--- config.mk ---
export PLATFORM = sky130hd
export DESIGN_NAME = drbf_ctrl
export DESIGN_NICKNAME = d
export VERILOG_FILES = /design/src/hw/rtl/dual_ring_byte_fifo_macros.svh /design/src/hw/rtl/drbf_pkg.sv /design/src/hw/rtl/drbf_ctrl.sv
export SDC_FILE = /design/constraint.sdc
export NUM_CORES = 1
export LEC_CHECK = 0
export BUFFER_PORTS_ARGS = -buffer_cell sky130_fd_sc_hd__buf_2
export CORE_UTILIZATION = 50
export CTS_CLUSTER_SIZE = 25
export DETAILED_ROUTE_END_ITERATION = 10
export GPL_TIMING_DRIVEN = 0
export PLACE_DENSITY_LB_ADDON = 0.1
export SLEW_MARGIN = 25
export SYNTH_ARGS = -nofsm -noshare
export SYNTH_HDL_FRONTEND = slang
export SYNTH_SLANG_ARGS = --single-unit
--- constraint.sdc ---
create_clock -name clk -period 13.48 [get_ports clk]
set_input_delay 0 -clock clk [delete_from_list [all_inputs] [get_ports clk]]
set_output_delay 0 -clock clk [all_outputs]
set_load 0.01 [all_outputs]
--- src/hw/rtl/dual_ring_byte_fifo_macros.svh ---
// ----------------------------------------------------------------------------
// Assertion macros for the dual ring byte FIFO
// Shared concurrent assertion forms, clocked on clk and disabled in reset.
// ----------------------------------------------------------------------------
`ifndef DUAL_RING_BYTE_FIFO_MACROS_SVH
`define DUAL_RING_BYTE_FIFO_MACROS_SVH

// The consequent must hold in the same cycle as the antecedent.
`define DRBF_ASSERT_NOW(lbl, ante, cons, msg) \
	lbl: assert property (@(posedge clk) disable iff (!arst_n) (ante) |-> (cons)) \
		else $error(msg);

// The consequent must hold in the cycle after the antecedent.
`define DRBF_ASSERT_NEXT(lbl, ante, cons, msg) \
	lbl: assert property (@(posedge clk) disable iff (!arst_n) (ante) |=> (cons)) \
		else $error(msg);

`endif

--- src/hw/rtl/drbf_pkg.sv ---
// ----------------------------------------------------------------------------
// drbf_pkg
// Types and constants shared by the dual ring byte FIFO modules.
// ----------------------------------------------------------------------------
package drbf_pkg;

	localparam int DRBF_RING_DEPTH = 256;
	localparam int DRBF_RING_COUNT = 2;
	localparam int SIZE_W          = 9;
	localparam int FILL_W          = 8;
	localparam int BYTE_W          = 8;
	localparam int CFG_IDX_W       = 1;
	localparam logic [SIZE_W-1:0] SIZE_RESET = 9'd256;

	typedef enum logic [1:0] {
		OP_PUSH  = 2'd0,
		OP_POP   = 2'd1,
		OP_CLEAR = 2'd2
	} opcode_t;

	typedef enum logic [CFG_IDX_W-1:0] {
		CFG_TX_SIZE = 1'd0,
		CFG_RX_SIZE = 1'd1
	} cfg_idx_t;

	// Controller state: idle, or zeroing the slots of a cleared ring.
	typedef enum logic {
		ST_IDLE  = 1'b0,
		ST_CLEAR = 1'b1
	} ctrl_state_t;

	typedef struct packed {
		logic [1:0]        opcode;
		logic              buffer_sel;
		logic [BYTE_W-1:0] data_in;
	} cmd_t;

	typedef struct packed {
		logic              ok;
		logic [BYTE_W-1:0] data_out;
		logic [FILL_W-1:0] fill_level;
	} rsp_t;

	// Status of the transaction in flight between the controller and the output.
	typedef struct packed {
		logic              valid;
		logic              pop_ok;
		logic              ok;
		logic [FILL_W-1:0] fill;
	} stage_t;

endpackage

--- src/hw/rtl/drbf_ctrl.sv ---
// ----------------------------------------------------------------------------
// drbf_ctrl
// Ring pointer registers, size registers, the push/pop/clear decision and the
// pass that zeroes the slots of a cleared ring.
// ----------------------------------------------------------------------------
module drbf_ctrl import drbf_pkg::*; #(
	parameter int RING_DEPTH = DRBF_RING_DEPTH,
	parameter int RING_COUNT = DRBF_RING_COUNT,
	localparam int ADDR_W = $clog2(RING_COUNT * RING_DEPTH)
) (
	input  logic                 clk,
	input  logic                 arst_n,
	input  logic                 cfg_we,
	input  logic [CFG_IDX_W-1:0] cfg_index,
	input  logic [SIZE_W-1:0]    cfg_wdata,
	input  logic                 go,
	input  cmd_t                 cmd,
	output logic                 busy,
	output logic                 mem_en,
	output logic                 mem_we,
	output logic [ADDR_W-1:0]    mem_addr,
	output logic [BYTE_W-1:0]    mem_wdata,
	output stage_t               stage_s1
);

	localparam int IDX_W = $clog2(RING_DEPTH);
	localparam int SZ_W  = (SIZE_W > IDX_W + 1) ? SIZE_W : IDX_W + 1;
	localparam int RIW   = (RING_COUNT > 1) ? $clog2(RING_COUNT) : 1;

	logic [SIZE_W-1:0] tx_size_q, rx_size_q;
	logic [IDX_W-1:0]  head_q [RING_COUNT];
	logic [IDX_W-1:0]  tail_q [RING_COUNT];
	logic [FILL_W-1:0] fill_q [RING_COUNT];

	logic              ring_ok;
	logic [RIW-1:0]    ring_idx;
	logic [SZ_W-1:0]   size_raw, size_eff, size_last;
	logic [IDX_W-1:0]  head_cur, tail_cur, head_adv, tail_adv;
	logic [IDX_W-1:0]  head_d, tail_d;
	logic [FILL_W-1:0] fill_cur, fill_d;
	logic [SZ_W-1:0]   head_inc, tail_inc;
	logic              push_ok, pop_ok, ok, clr_go;

	ctrl_state_t       state_q, state_d;
	logic              clearing, clr_start;
	logic [RIW-1:0]    clr_ring_q;
	logic [IDX_W-1:0]  clr_idx_q, clr_last_q;
	logic [RIW-1:0]    addr_ring;
	logic [IDX_W-1:0]  addr_slot;

	always_ff @(posedge clk or negedge arst_n) begin
		if (!arst_n) begin
			tx_size_q <= SIZE_RESET;
			rx_size_q <= SIZE_RESET;
		end else if (cfg_we) begin
			case (cfg_idx_t'(cfg_index))
				CFG_TX_SIZE: tx_size_q <= cfg_wdata;
				CFG_RX_SIZE: rx_size_q <= cfg_wdata;
				default: ;
			endcase
		end
	end

	// Only rings below RING_COUNT exist; others answer with all zeros.
	assign ring_ok  = (RING_COUNT > 1) || (cmd.buffer_sel == 1'b0);
	assign ring_idx = ring_ok ? RIW'(cmd.buffer_sel) : '0;

	always_comb begin
		if (ring_ok && cmd.buffer_sel == 1'b0) begin
			size_raw = SZ_W'(tx_size_q);
		end else if (ring_ok) begin
			size_raw = SZ_W'(rx_size_q);
		end else begin
			size_raw = SZ_W'(RING_DEPTH);
		end
		if (size_raw < SZ_W'(2)) begin
			size_eff = SZ_W'(2);
		end else if (size_raw > SZ_W'(RING_DEPTH)) begin
			size_eff = SZ_W'(RING_DEPTH);
		end else begin
			size_eff = size_raw;
		end
	end

	assign size_last = size_eff - SZ_W'(1);

	assign head_cur = head_q[ring_idx];
	assign tail_cur = tail_q[ring_idx];
	assign fill_cur = fill_q[ring_idx];
	assign head_inc = SZ_W'(head_cur) + SZ_W'(1);
	assign tail_inc = SZ_W'(tail_cur) + SZ_W'(1);
	assign head_adv = (head_inc >= size_eff) ? '0 : head_inc[IDX_W-1:0];
	assign tail_adv = (tail_inc >= size_eff) ? '0 : tail_inc[IDX_W-1:0];

	always_comb begin
		head_d  = head_cur;
		tail_d  = tail_cur;
		fill_d  = fill_cur;
		push_ok = 1'b0;
		pop_ok  = 1'b0;
		ok      = 1'b0;
		clr_go  = 1'b0;
		case (opcode_t'(cmd.opcode))
			OP_PUSH: begin
				if (head_adv != tail_cur) begin
					push_ok = 1'b1;
					ok      = 1'b1;
					head_d  = head_adv;
					fill_d  = fill_cur + FILL_W'(1);
				end
			end
			OP_POP: begin
				if (head_cur != tail_cur) begin
					pop_ok = 1'b1;
					ok     = 1'b1;
					tail_d = tail_adv;
					fill_d = fill_cur - FILL_W'(1);
				end
			end
			OP_CLEAR: begin
				ok     = 1'b1;
				clr_go = 1'b1;
				head_d = '0;
				tail_d = '0;
				fill_d = '0;
			end
			default: ;
		endcase
		if (!ring_ok) begin
			push_ok = 1'b0;
			pop_ok  = 1'b0;
			ok      = 1'b0;
			clr_go  = 1'b0;
			fill_d  = '0;
		end
	end

	// A clear zeroes slots 0 to size-1 of its ring, one per cycle, while the
	// block reports busy.
	assign clr_start = go && clr_go;

	always_comb begin
		state_d  = state_q;
		clearing = 1'b0;
		case (state_q)
			ST_IDLE: begin
				if (clr_start) begin
					state_d = ST_CLEAR;
				end
			end
			ST_CLEAR: begin
				clearing = 1'b1;
				if (clr_idx_q == clr_last_q) begin
					state_d = ST_IDLE;
				end
			end
			default: state_d = ST_IDLE;
		endcase
	end

	always_ff @(posedge clk or negedge arst_n) begin
		if (!arst_n) begin
			state_q    <= ST_IDLE;
			clr_ring_q <= '0;
			clr_idx_q  <= '0;
			clr_last_q <= '0;
		end else begin
			state_q <= state_d;
			if (clr_start) begin
				clr_ring_q <= ring_idx;
				clr_idx_q  <= '0;
				clr_last_q <= size_last[IDX_W-1:0];
			end else if (clearing) begin
				clr_idx_q <= clr_idx_q + IDX_W'(1);
			end
		end
	end

	assign busy = clearing;

	// A push writes at the head slot, a pop reads the tail slot; never both.
	// The zeroing pass owns the store while it runs.
	assign mem_en    = clearing || (go && (push_ok || pop_ok));
	assign mem_we    = clearing || push_ok;
	assign addr_ring = clearing ? clr_ring_q : ring_idx;
	assign addr_slot = clearing ? clr_idx_q : (push_ok ? head_cur : tail_cur);
	assign mem_addr  = ADDR_W'(addr_ring) * ADDR_W'(RING_DEPTH) + ADDR_W'(addr_slot);
	assign mem_wdata = clearing ? '0 : cmd.data_in;

	always_ff @(posedge clk or negedge arst_n) begin
		if (!arst_n) begin
			for (int i = 0; i < RING_COUNT; i++) begin
				head_q[i] <= '0;
				tail_q[i] <= '0;
				fill_q[i] <= '0;
			end
			stage_s1 <= '0;
		end else begin
			if (go && ring_ok) begin
				head_q[ring_idx] <= head_d;
				tail_q[ring_idx] <= tail_d;
				fill_q[ring_idx] <= fill_d;
			end
			stage_s1.valid  <= go;
			stage_s1.pop_ok <= go && pop_ok;
			stage_s1.ok     <= ok;
			stage_s1.fill   <= fill_d;
		end
	end

endmodule

[Word-level counts from Yosys, hierarchy flattened]
Index checks and enable logic that the tools add are counted.
Operators by class
  $add $sub $neg: 7
  $lt $le $gt $ge: 6
  eq/ne operators: 5
  mux-type cells: 42
  bitwise operators: 3
  reduce and logical (&&, ||, !) cells: 11
Operators by type and width (count)
  2-to-1 mux 8 bit: 21
  bitwise mux 16 bit: 3
  one-hot mux 8 bit (2 select lines): 2
  2-to-1 mux 9 bit: 3
  one-hot mux 8 bit (3 select lines): 1
  adder 8 x 1 -> 9 bit, second input constant: 2
  >= comparator 9 bit: 2
  adder 8 x 1 -> 8 bit, second input constant: 2
  inequality test 8 bit: 2
  subtractor 8 x 1 -> 8 bit, second input constant: 2
  adder 9 x 8 -> 9 bit: 1
  greater-than comparator 9 bit, second input constant: 1
  less-than comparator 9 x 2 -> 1 bit, second input constant: 1
  2-to-1 mux 1 bit: 9
  demux 8 bit (select 1 bit): 1
  == test 8 bit: 1
  logical AND 1 bit: 4
  AND reduction 2 bit: 2
  logical OR 1 bit: 3
  one-hot mux 1 bit (3 select lines): 1
  == test 2 x 1 -> 1 bit, second input constant: 1
  == test 2 bit, second input constant: 1
  >= comparator 2 bit, second input constant: 1
  logical NOT 2 bit: 1
  other kinds (5): 6
Storage, ports and cells
  flip-flop bits (word level): 95
  word-level logic and storage cells: 90

[Longest topological paths before layout]
Gate-level depths: netlist (run 1).
  depth after elaboration: 13
  gate-level depth with buffers: 25
  gate-level depth less buffers: 16

[Worst setup path after synthesis (run 1)]
Ideal clock, no wire load.
  path kind: input -> register
  start point: input cmd[8] (netlist name)
  end point: register fill_q[0] (netlist name)
  setup time: 0.140 ns
  arrival: 5.252 ns
  required time: 13.340 ns
  setup slack: 8.088 ns
  stages: 23
  path buffers: 8
  cell sequence: buf_6 buf_12 buf_8 buf_2 buf_4 buf_2 buf_1 mux2_2 ha_1 nand4b_1 a211oi_1 nor3b_1 ha_1 a21oi_1 o21ai_0 a211oi_1 clkbuf_1 o21ai_0 a32o_1 a211oi_4 mux2_2 a222oi_1 o21ai_0
On the way
  word-level cells in the longest chain between the ends: 11
  elaborated cells between the ends (all ways): 31
  classes of those cells: 3 x add/sub; 5 x order compare; 2 x eq/ne; 19 x mux; 1 x bitwise; 1 x reduce/logical
RTL lines
  start, declared: RTL line drbf_ctrl.sv:17  | input cmd_t cmd,
  inverter 1 -> 2 bit (implied by the code)
  2-to-1 mux 8 bit (implied by the code) (3 in series): RTL line drbf_ctrl.sv:87  | assign head_cur = head_q[ring_idx];
  adder 8 x 1 -> 9 bit: RTL line drbf_ctrl.sv:90  | assign head_inc = SZ_W'(head_cur) + SZ_W'(1);
  >= comparator 9 bit: RTL line drbf_ctrl.sv:92  | assign head_adv = (head_inc >= size_eff) ? '0 : head_inc[IDX_W-1:0];
  2-to-1 mux 8 bit: RTL line drbf_ctrl.sv:92
  inequality test 8 bit: RTL line drbf_ctrl.sv:105  | if (head_adv != tail_cur) begin
  2-to-1 mux 8 bit: RTL line drbf_ctrl.sv:105
  one-hot mux 8 bit (3 select lines): RTL line drbf_ctrl.sv:103  | case (opcode_t'(cmd.opcode))
  bitwise mux 16 bit *: RTL line drbf_ctrl.sv:202  | fill_q[ring_idx] <= fill_d;
  end signal, assigned by index: RTL line drbf_ctrl.sv:202
  end, declared: RTL line drbf_ctrl.sv:33  | logic [FILL_W-1:0] fill_q [RING_COUNT];
Every way passes the cells marked *; elsewhere a longest branch is shown, timed or not. The select of a mux whose other input is x is not followed.
A chain may end at the register's enable or synchronous reset.

[Worst setup path after layout (run 1)]
  start point: input cmd[8] (netlist name)
  end point: output mem_addr[2]
On the way
  word-level cells in the longest chain between the ends: 13
  elaborated cells between the ends (all ways): 21
  classes of those cells: 2 x add/sub; 3 x order compare; 1 x eq/ne; 14 x mux; 1 x bitwise
RTL lines
  inverter 1 -> 2 bit (implied by the code): RTL line drbf_ctrl.sv:87, drbf_ctrl.sv:88
  2-to-1 mux 8 bit (implied by the code) (3 in series): RTL line drbf_ctrl.sv:87
  adder 8 x 1 -> 9 bit: RTL line drbf_ctrl.sv:90
  >= comparator 9 bit: RTL line drbf_ctrl.sv:92
  2-to-1 mux 8 bit: RTL line drbf_ctrl.sv:92
  inequality test 8 bit: RTL line drbf_ctrl.sv:105
  2-to-1 mux 1 bit: RTL line drbf_ctrl.sv:105
  2-to-1 mux 1 bit: RTL line drbf_ctrl.sv:103
  2-to-1 mux 8 bit * (2 in series): RTL line drbf_ctrl.sv:186  | assign addr_slot = clearing ? clr_idx_q : (push_ok ? head_cur : tail_cur);
  adder 9 x 8 -> 9 bit *: RTL line drbf_ctrl.sv:187  | assign mem_addr = ADDR_W'(addr_ring) * ADDR_W'(RING_DEPTH) + ADDR_W'(addr_slot);
  end, declared: RTL line drbf_ctrl.sv:21  | output logic [ADDR_W-1:0] mem_addr,
Marks and branches as above.

==> results of run 1 <==
[flip-flops by register name, summed over array words and instances, names as in the netlist]
register	cells
clr_idx_q	8
clr_last_q	8
clr_ring_q	1
fill_q	16
head_q	16
rx_size_q	9
stage_s1	11
state_q	1
tail_q	16
tx_size_q	9
[placed cells by master, fill, tap and decap left out, types with 25 or more instances in the layout]
| cell | count |
|---|---|
| inv_1 | 25 |
| xnor2_1 | 29 |
| buf_2 | 55 |
| clkbuf_1 | 30 |
| nor2_1 | 41 |
| o21ai_0 | 55 |
| nand2_1 | 86 |
| ha_1 | 28 |
| mux2_2 | 43 |
| dfrtp_1 | 93 |
| mux2i_1 | 38 |
[cell families after synthesis]
| kind of cell | share of synthesized area |
|---|---|
| AO/OA/AOI/OAI | 0.157 |
| buffers and inverters | 0.0479 |
| multiplexers | 0.139 |
| AND/OR/NAND/NOR | 0.174 |
| XOR/XNOR | 0.0614 |
| flip-flops | 0.366 |
| adder cells (fa/ha/maj) | 0.0539 |
[layer usage]
metal	part of all wire	global-route usage	up-vias
li1	-	-	2677
met1	0.45	0.391	2802
met2	0.47	0.451	217
met3	0.059	0.0418	29
met4	0.022	0.0974	0
met5	0	0	-
[critical path: stages]
cell	delay, ns
buf_6	0.15
buf_12	0.16
buf_8	0.13
buf_2	0.29
buf_4	0.31
buf_2	0.31
buf_1	0.52
mux2_2	0.33
ha_1	0.25
nand4b_1	0.19
a211oi_1	0.52
xnor2_1	0.22
ha_1	0.36
a21oi_1	0.16
o21ai_0	0.17
a211oi_1	0.46
clkbuf_1	0.45
o21ai_0	0.19
a32o_1	0.28
a211oi_4	0.50
nand2b_1	0.22
buf_4	0.23
mux2_2	0.38
o21ai_0	0.15
buf_2	0.15
[power by group through the flow]
stage	logic, uW	clock network, uW	registers (uW)
floorplan	308	0	380
global placement	414	0	385
detailed placement	425	0	388
CTS	430	243	383
global route	481	253	390
finish	433	239	384
[worst max-delay path by stage]
stage               slack, ns   start                     to
detailed placement       6.36  cmd[8]  fill_q[8]$_DFFE_PN0P_
CTS                      6.45  cmd[8]            mem_addr[2]
floorplan                8.09  cmd[8]  fill_q[0]$_DFFE_PN0P_
finish                   6.37  cmd[8]            mem_addr[2]
global route             5.80  cmd[8]            mem_addr[5]
global placement         6.47  cmd[8]  fill_q[0]$_DFFE_PN0P_
[stage by stage]
step	instance area (um^2)	power [uW]	hold WS, ns	instances
global route	7400	1130	0.161	954
detailed placement	7020	813	-0.0751	927
floorplan	6500	687	-0.296	700
finish	7400	1060	0.116	954
global placement	6990	799	0.245	926
CTS	7400	1060	0.125	954
[cell type report]
class | count | area, um^2 | area share
multi-input cells | 539 | 3810 | 0.515
flip-flops and latches | 95 | 2380 | 0.322
repair buffers | 66 | 414 | 0.0560
clock buffers | 11 | 233 | 0.0315
plain buffers | 41 | 218 | 0.0294
well taps | 172 | 215 | 0.0291
inverters | 25 | 93.8 | 0.0127
clock inverters | 5 | 35.0 | 0.00474
==> flow_summary.yaml, run 1 <==
timing:
  setup_viol: 0
  setup-tns-final_ns: 0
  hold_viol: 0
  fin_worst_skew_ns: 0.00860
  max_freq_mhz: 141
  worst_pin_slew_ns: 0.965
  relSlewSlack: 0.338
  setup_slack_ns: 6.37
  slew_violations: 0
  fin_crit_sh: 0.527
  rsz0062_at_grt: "false"
  fin_crit_ns: 7.11
clock_tree:
  cts_buffers: 9
  path_clk_slew_ns: 0.07
  cts-root-buf: "clkbuf_16"
  htreeDepth: 3
  post_cts_resized: 0
  clockBufferDepth: 2
  clock_sinks: 95
  postCtsHoldBufs: 11
  cts_tree: "built"
  clk_latency_ns: 0.35
  cts_setup_buffers: 0
layout:
  drive_gt1_frac: 0.174
  post-route-util: 0.584
  num-fill-cells: 1142
  final_nets: 830
  n_antenna_cell: 0
  area.growth.synth_to_final_pct: 13.8
power:
  p_switching_uw: 412
  comb_power_share: 0.410
  switching_share: 0.390
  power_density_nw_per_um2: 143
  power.internal_uw: 644
  pwr-share-clk: 0.227
  pwr-share-seq: 0.363
  ir_drop_mv: 0.0873
  leakage_uw: 0.00333
critical_path:
  reg2regPathDepth: 17
  crit_arrival_ns: 7.11
  required_ns: 13.48
  start_kind: "input port"
  reg2reg_slack_ns: 7.66
  reg2reg_to: "fill_q[8]$_DFFE_PN0P_"
  reg2reg_from: "head_q[0]$_DFFE_PN0P_"
  timing_worst_setup_path_type: "in2out"
  critPathMaxFanout: 10
  endpoint_kind: "output pin"
route:
  dr.pass1.iters: 5
  routedWlPerCell_um: 18.7
  drc: 0
  drtAntennaViolNets: 0
  num_vias: 5725
  drt_iter0_markers: 510
  routed_wl_um: 17800
  vias_per_cell: 6.00
global_route:
  overflow: 0
  grt_pass1_wl_um: 28900
  first_global_vias: 5612
  antenna_found_initial: 1
  grtUsageTotal: 0.282
  grt_max_degree: 58
synth:
  async_reset_ff_frac: 1.00
  ys.flop_type: "dfrtp_1"
  yosys.area.top_type: "dfrtp_1"
  syn_inst: 700
  seq_area_frac_synth: 0.366
  synth_area_leaders: "dfrtp_1, mux2_2, mux2i_1"
  ys_seq_elements: 95
  synth_warnings: 0
  synth-edff-count: 0
  synthDominantCellAreaShare: 0.358
  synthesis.area_um2: 6500
  synth_cell_type_count: 68
  yosys-top-cells-count: "dfrtp_1, nand2_1, o21ai_0, mux2_2, nor2_1"
  synth.avg_cell_area_um2: 9.29
  syn-num-nets: 753
  yosys.cell_count.top_type: "dfrtp_1"
floorplan:
  ioPinCount: 56
  placeableCoreArea_um2: 12700
  num_rows: 41
  die_area_um2: 13500
  die_x_um: 116
  die_h_um: 116
  start_util: 0.513
job:
  maxCapViolations: 0
place:
  portBuffers: 54
  place_ws_ns: 6.36
  dp_hpwl_um: 13200
  gp_congestion: 0.926
run_status:
  status: "finished, final reports clean"
min_path:
  hp-class: "in2async"
(Power assumes the default switching activity.)
==> run 2: changes to the inputs <==
==> constraint.sdc (replaced) <==
create_clock -name clk -period 6.4 [get_ports clk]
set_input_delay 0 -clock clk [delete_from_list [all_inputs] [get_ports clk]]
set_output_delay 0 -clock clk [all_outputs]
set_load 0.01 [all_outputs]
==> run 2 against run 1 <==
Critical path depth shrank 2. First-iteration DRC count grew 7.1%. Clock power grew 110%.
==> flow_summary.yaml, run 2 (synthesis gave the netlist of run 1 again) <==
run_status:
  status: "finished, final reports clean"
route:
  drt_iter0_markers: 546
  num_vias: 5695
  routed_wl_um: 17600
  dr.pass1.iters: 6
  routedWlPerCell_um: 18.5
  drtAntennaViolNets: 0
  drc: 0
  vias_per_cell: 5.98
critical_path:
  timing_worst_setup_path_type: "in2out"
  startpoint: "cmd[8]"
  crit_arrival_ns: 5.95
  endpoint_kind: "output pin"
  start_kind: "input port"
  reg2reg_slack_ns: 0.87
  crit_end: "mem_addr[2]"
  critPathMaxFanout: 28
  reg2regPathDepth: 17
  reg2reg_to: "fill_q[8]$_DFFE_PN0P_"
  required_ns: 6.40
  reg2reg_from: "head_q[0]$_DFFE_PN0P_"
clock_tree:
  cts_tree: "built"
  path_clk_slew_ns: 0.07
  clockBufferDepth: 2
  cts_setup_buffers: 0
  cts-root-buf: "clkbuf_16"
  clk_latency_ns: 0.35
  clock_sinks: 95
  cts_buffers: 9
  htreeDepth: 3
layout:
  post-route-util: 0.584
  top_regs: "fill_q: 16 flops, head_q: 16 flops, tail_q: 16 flops"
  area.growth.synth_to_final_pct: 13.8
  num-fill-cells: 1140
  n_antenna_cell: 0
  drive_gt1_frac: 0.177
  most-common-layout-cells: "dfrtp_1, nand2_1, o21ai_0"
  final_nets: 828
  layout_commonest_cell: "dfrtp_1"
power:
  power_density_nw_per_um2: 301
  power_uw: 2230
  comb_power_share: 0.411
  leakage_uw: 0.00332
  power.internal_uw: 1360
  pwr-share-seq: 0.363
  p_switching_uw: 868
  ir_drop_mv: 0.184
  switching_share: 0.390
  pwr-share-clk: 0.226
job:
  maxCapViolations: 0
min_path:
  hp-class: "in2async"
timing:
  setup_viol: 0
  slew_violations: 0
  worst_pin_slew_ns: 0.998
  relSlewSlack: 0.316
  hold_viol: 0
  fin_worst_skew_ns: 0.00801
  fin_crit_sh: 0.930
  max_freq_mhz: 168
  rsz0062_at_grt: "false"
  fin_crit_ns: 5.95
global_route:
  first_global_vias: 5593
  overflow: 0
  grtUsageTotal: 0.280
  antenna_found_initial: 1
  grt_max_degree: 58
  grt_pass1_wl_um: 28700
place:
  gp_congestion: 0.926
  dp_hpwl_um: 13200
  portBuffers: 54
floorplan:
  die_h_um: 116
  die_x_um: 116
  start_util: 0.513
  placeableCoreArea_um2: 12700
  num_rows: 41
  die_area_um2: 13500
  ioPinCount: 56
## run 2: how the worst min path moves through the flow
stage                               end  depth (start not counted)  slack [ns]          from
6_report       clr_idx_q[0]$_DFFE_PN0P_                          2        0.12        arst_n
5_1_grt        clr_idx_q[0]$_DFFE_PN0P_                          2        0.16        arst_n
4_1_cts        clr_idx_q[0]$_DFFE_PN0P_                          2        0.13        arst_n
3_5_place_dp   clr_idx_q[0]$_DFFE_PN0P_                          1       -0.08        arst_n
3_3_place_gp   tx_size_q[6]$_DFFE_PN0P_                          2        0.25  cfg_wdata[6]
2_1_floorplan  clr_idx_q[0]$_DFFE_PN0P_                          0       -0.30        arst_n
## run 2: power groups by stage
stage | logic [uW] | clock network, uW | registers [uW]
final | 914 | 504 | 807
after global routing | 1020 | 534 | 822
after CTS | 904 | 511 | 806
after floorplan | 648 | 0 | 800
after detailed placement | 895 | 0 | 817
after global placement | 873 | 0 | 810
## run 2: timing repair
item                       in CTS  in global routing
resized for setup               1                  2
setup endpoints to repair      41                 10
gates cloned                    0                  0
hold buffers                   11                  0
hold endpoints to repair      112                  0
## run 2: per-stage QoR
step / worst slack, ns / instances / area (um^2) / setup TNS (ns) / hold slack (ns)
global placement: -0.612 / 926 / 6990 / -18.69 / 0.245
finish: 0.447 / 952 / 7400 / 0 / 0.117
detailed placement: -0.724 / 927 / 7020 / -21.62 / -0.0751
CTS: 0.278 / 952 / 7390 / 0 / 0.125
global route: 0.0291 / 952 / 7400 / 0 / 0.162
floorplan: 1.01 / 700 / 6500 / 0 / -0.296
## run 2: layout make-up
cell class | instances | area (um^2) | area share
Inverter | 25 | 93.8 | 0.0127
Clock buffer | 11 | 233 | 0.0314
Sequential cell | 95 | 2380 | 0.322
Tap cell | 172 | 215 | 0.0291
Timing Repair Buffer | 66 | 414 | 0.0560
Clock inverter | 5 | 35.0 | 0.00473
Multi-Input combinational cell | 539 | 3820 | 0.516
Buffer | 39 | 210 | 0.0284
## run 2: worst max-delay path: stages
cell      delay [ns]
buf_6           0.15
buf_12          0.16
buf_8           0.13
buf_2           0.29
buf_4           0.44
mux2_2          0.29
ha_1            0.25
nand4b_1        0.21
a211oi_2        0.40
nor3b_1         0.26
ha_1            0.29
a21oi_1         0.13
o21ai_0         0.20
a211oi_2        0.35
clkbuf_2        0.31
o21ai_0         0.14
a32o_1          0.26
a211oi_4        0.51
nand2b_1        0.22
buf_4           0.23
mux2_2          0.38
o21ai_0         0.15
buf_2           0.15
## run 2: per-layer routing
layer,wire (um),global-route usage
met3,1010,0.0418
met1,8010,0.391
met5,0,0
met2,8240,0.443
met4,354,0.0974
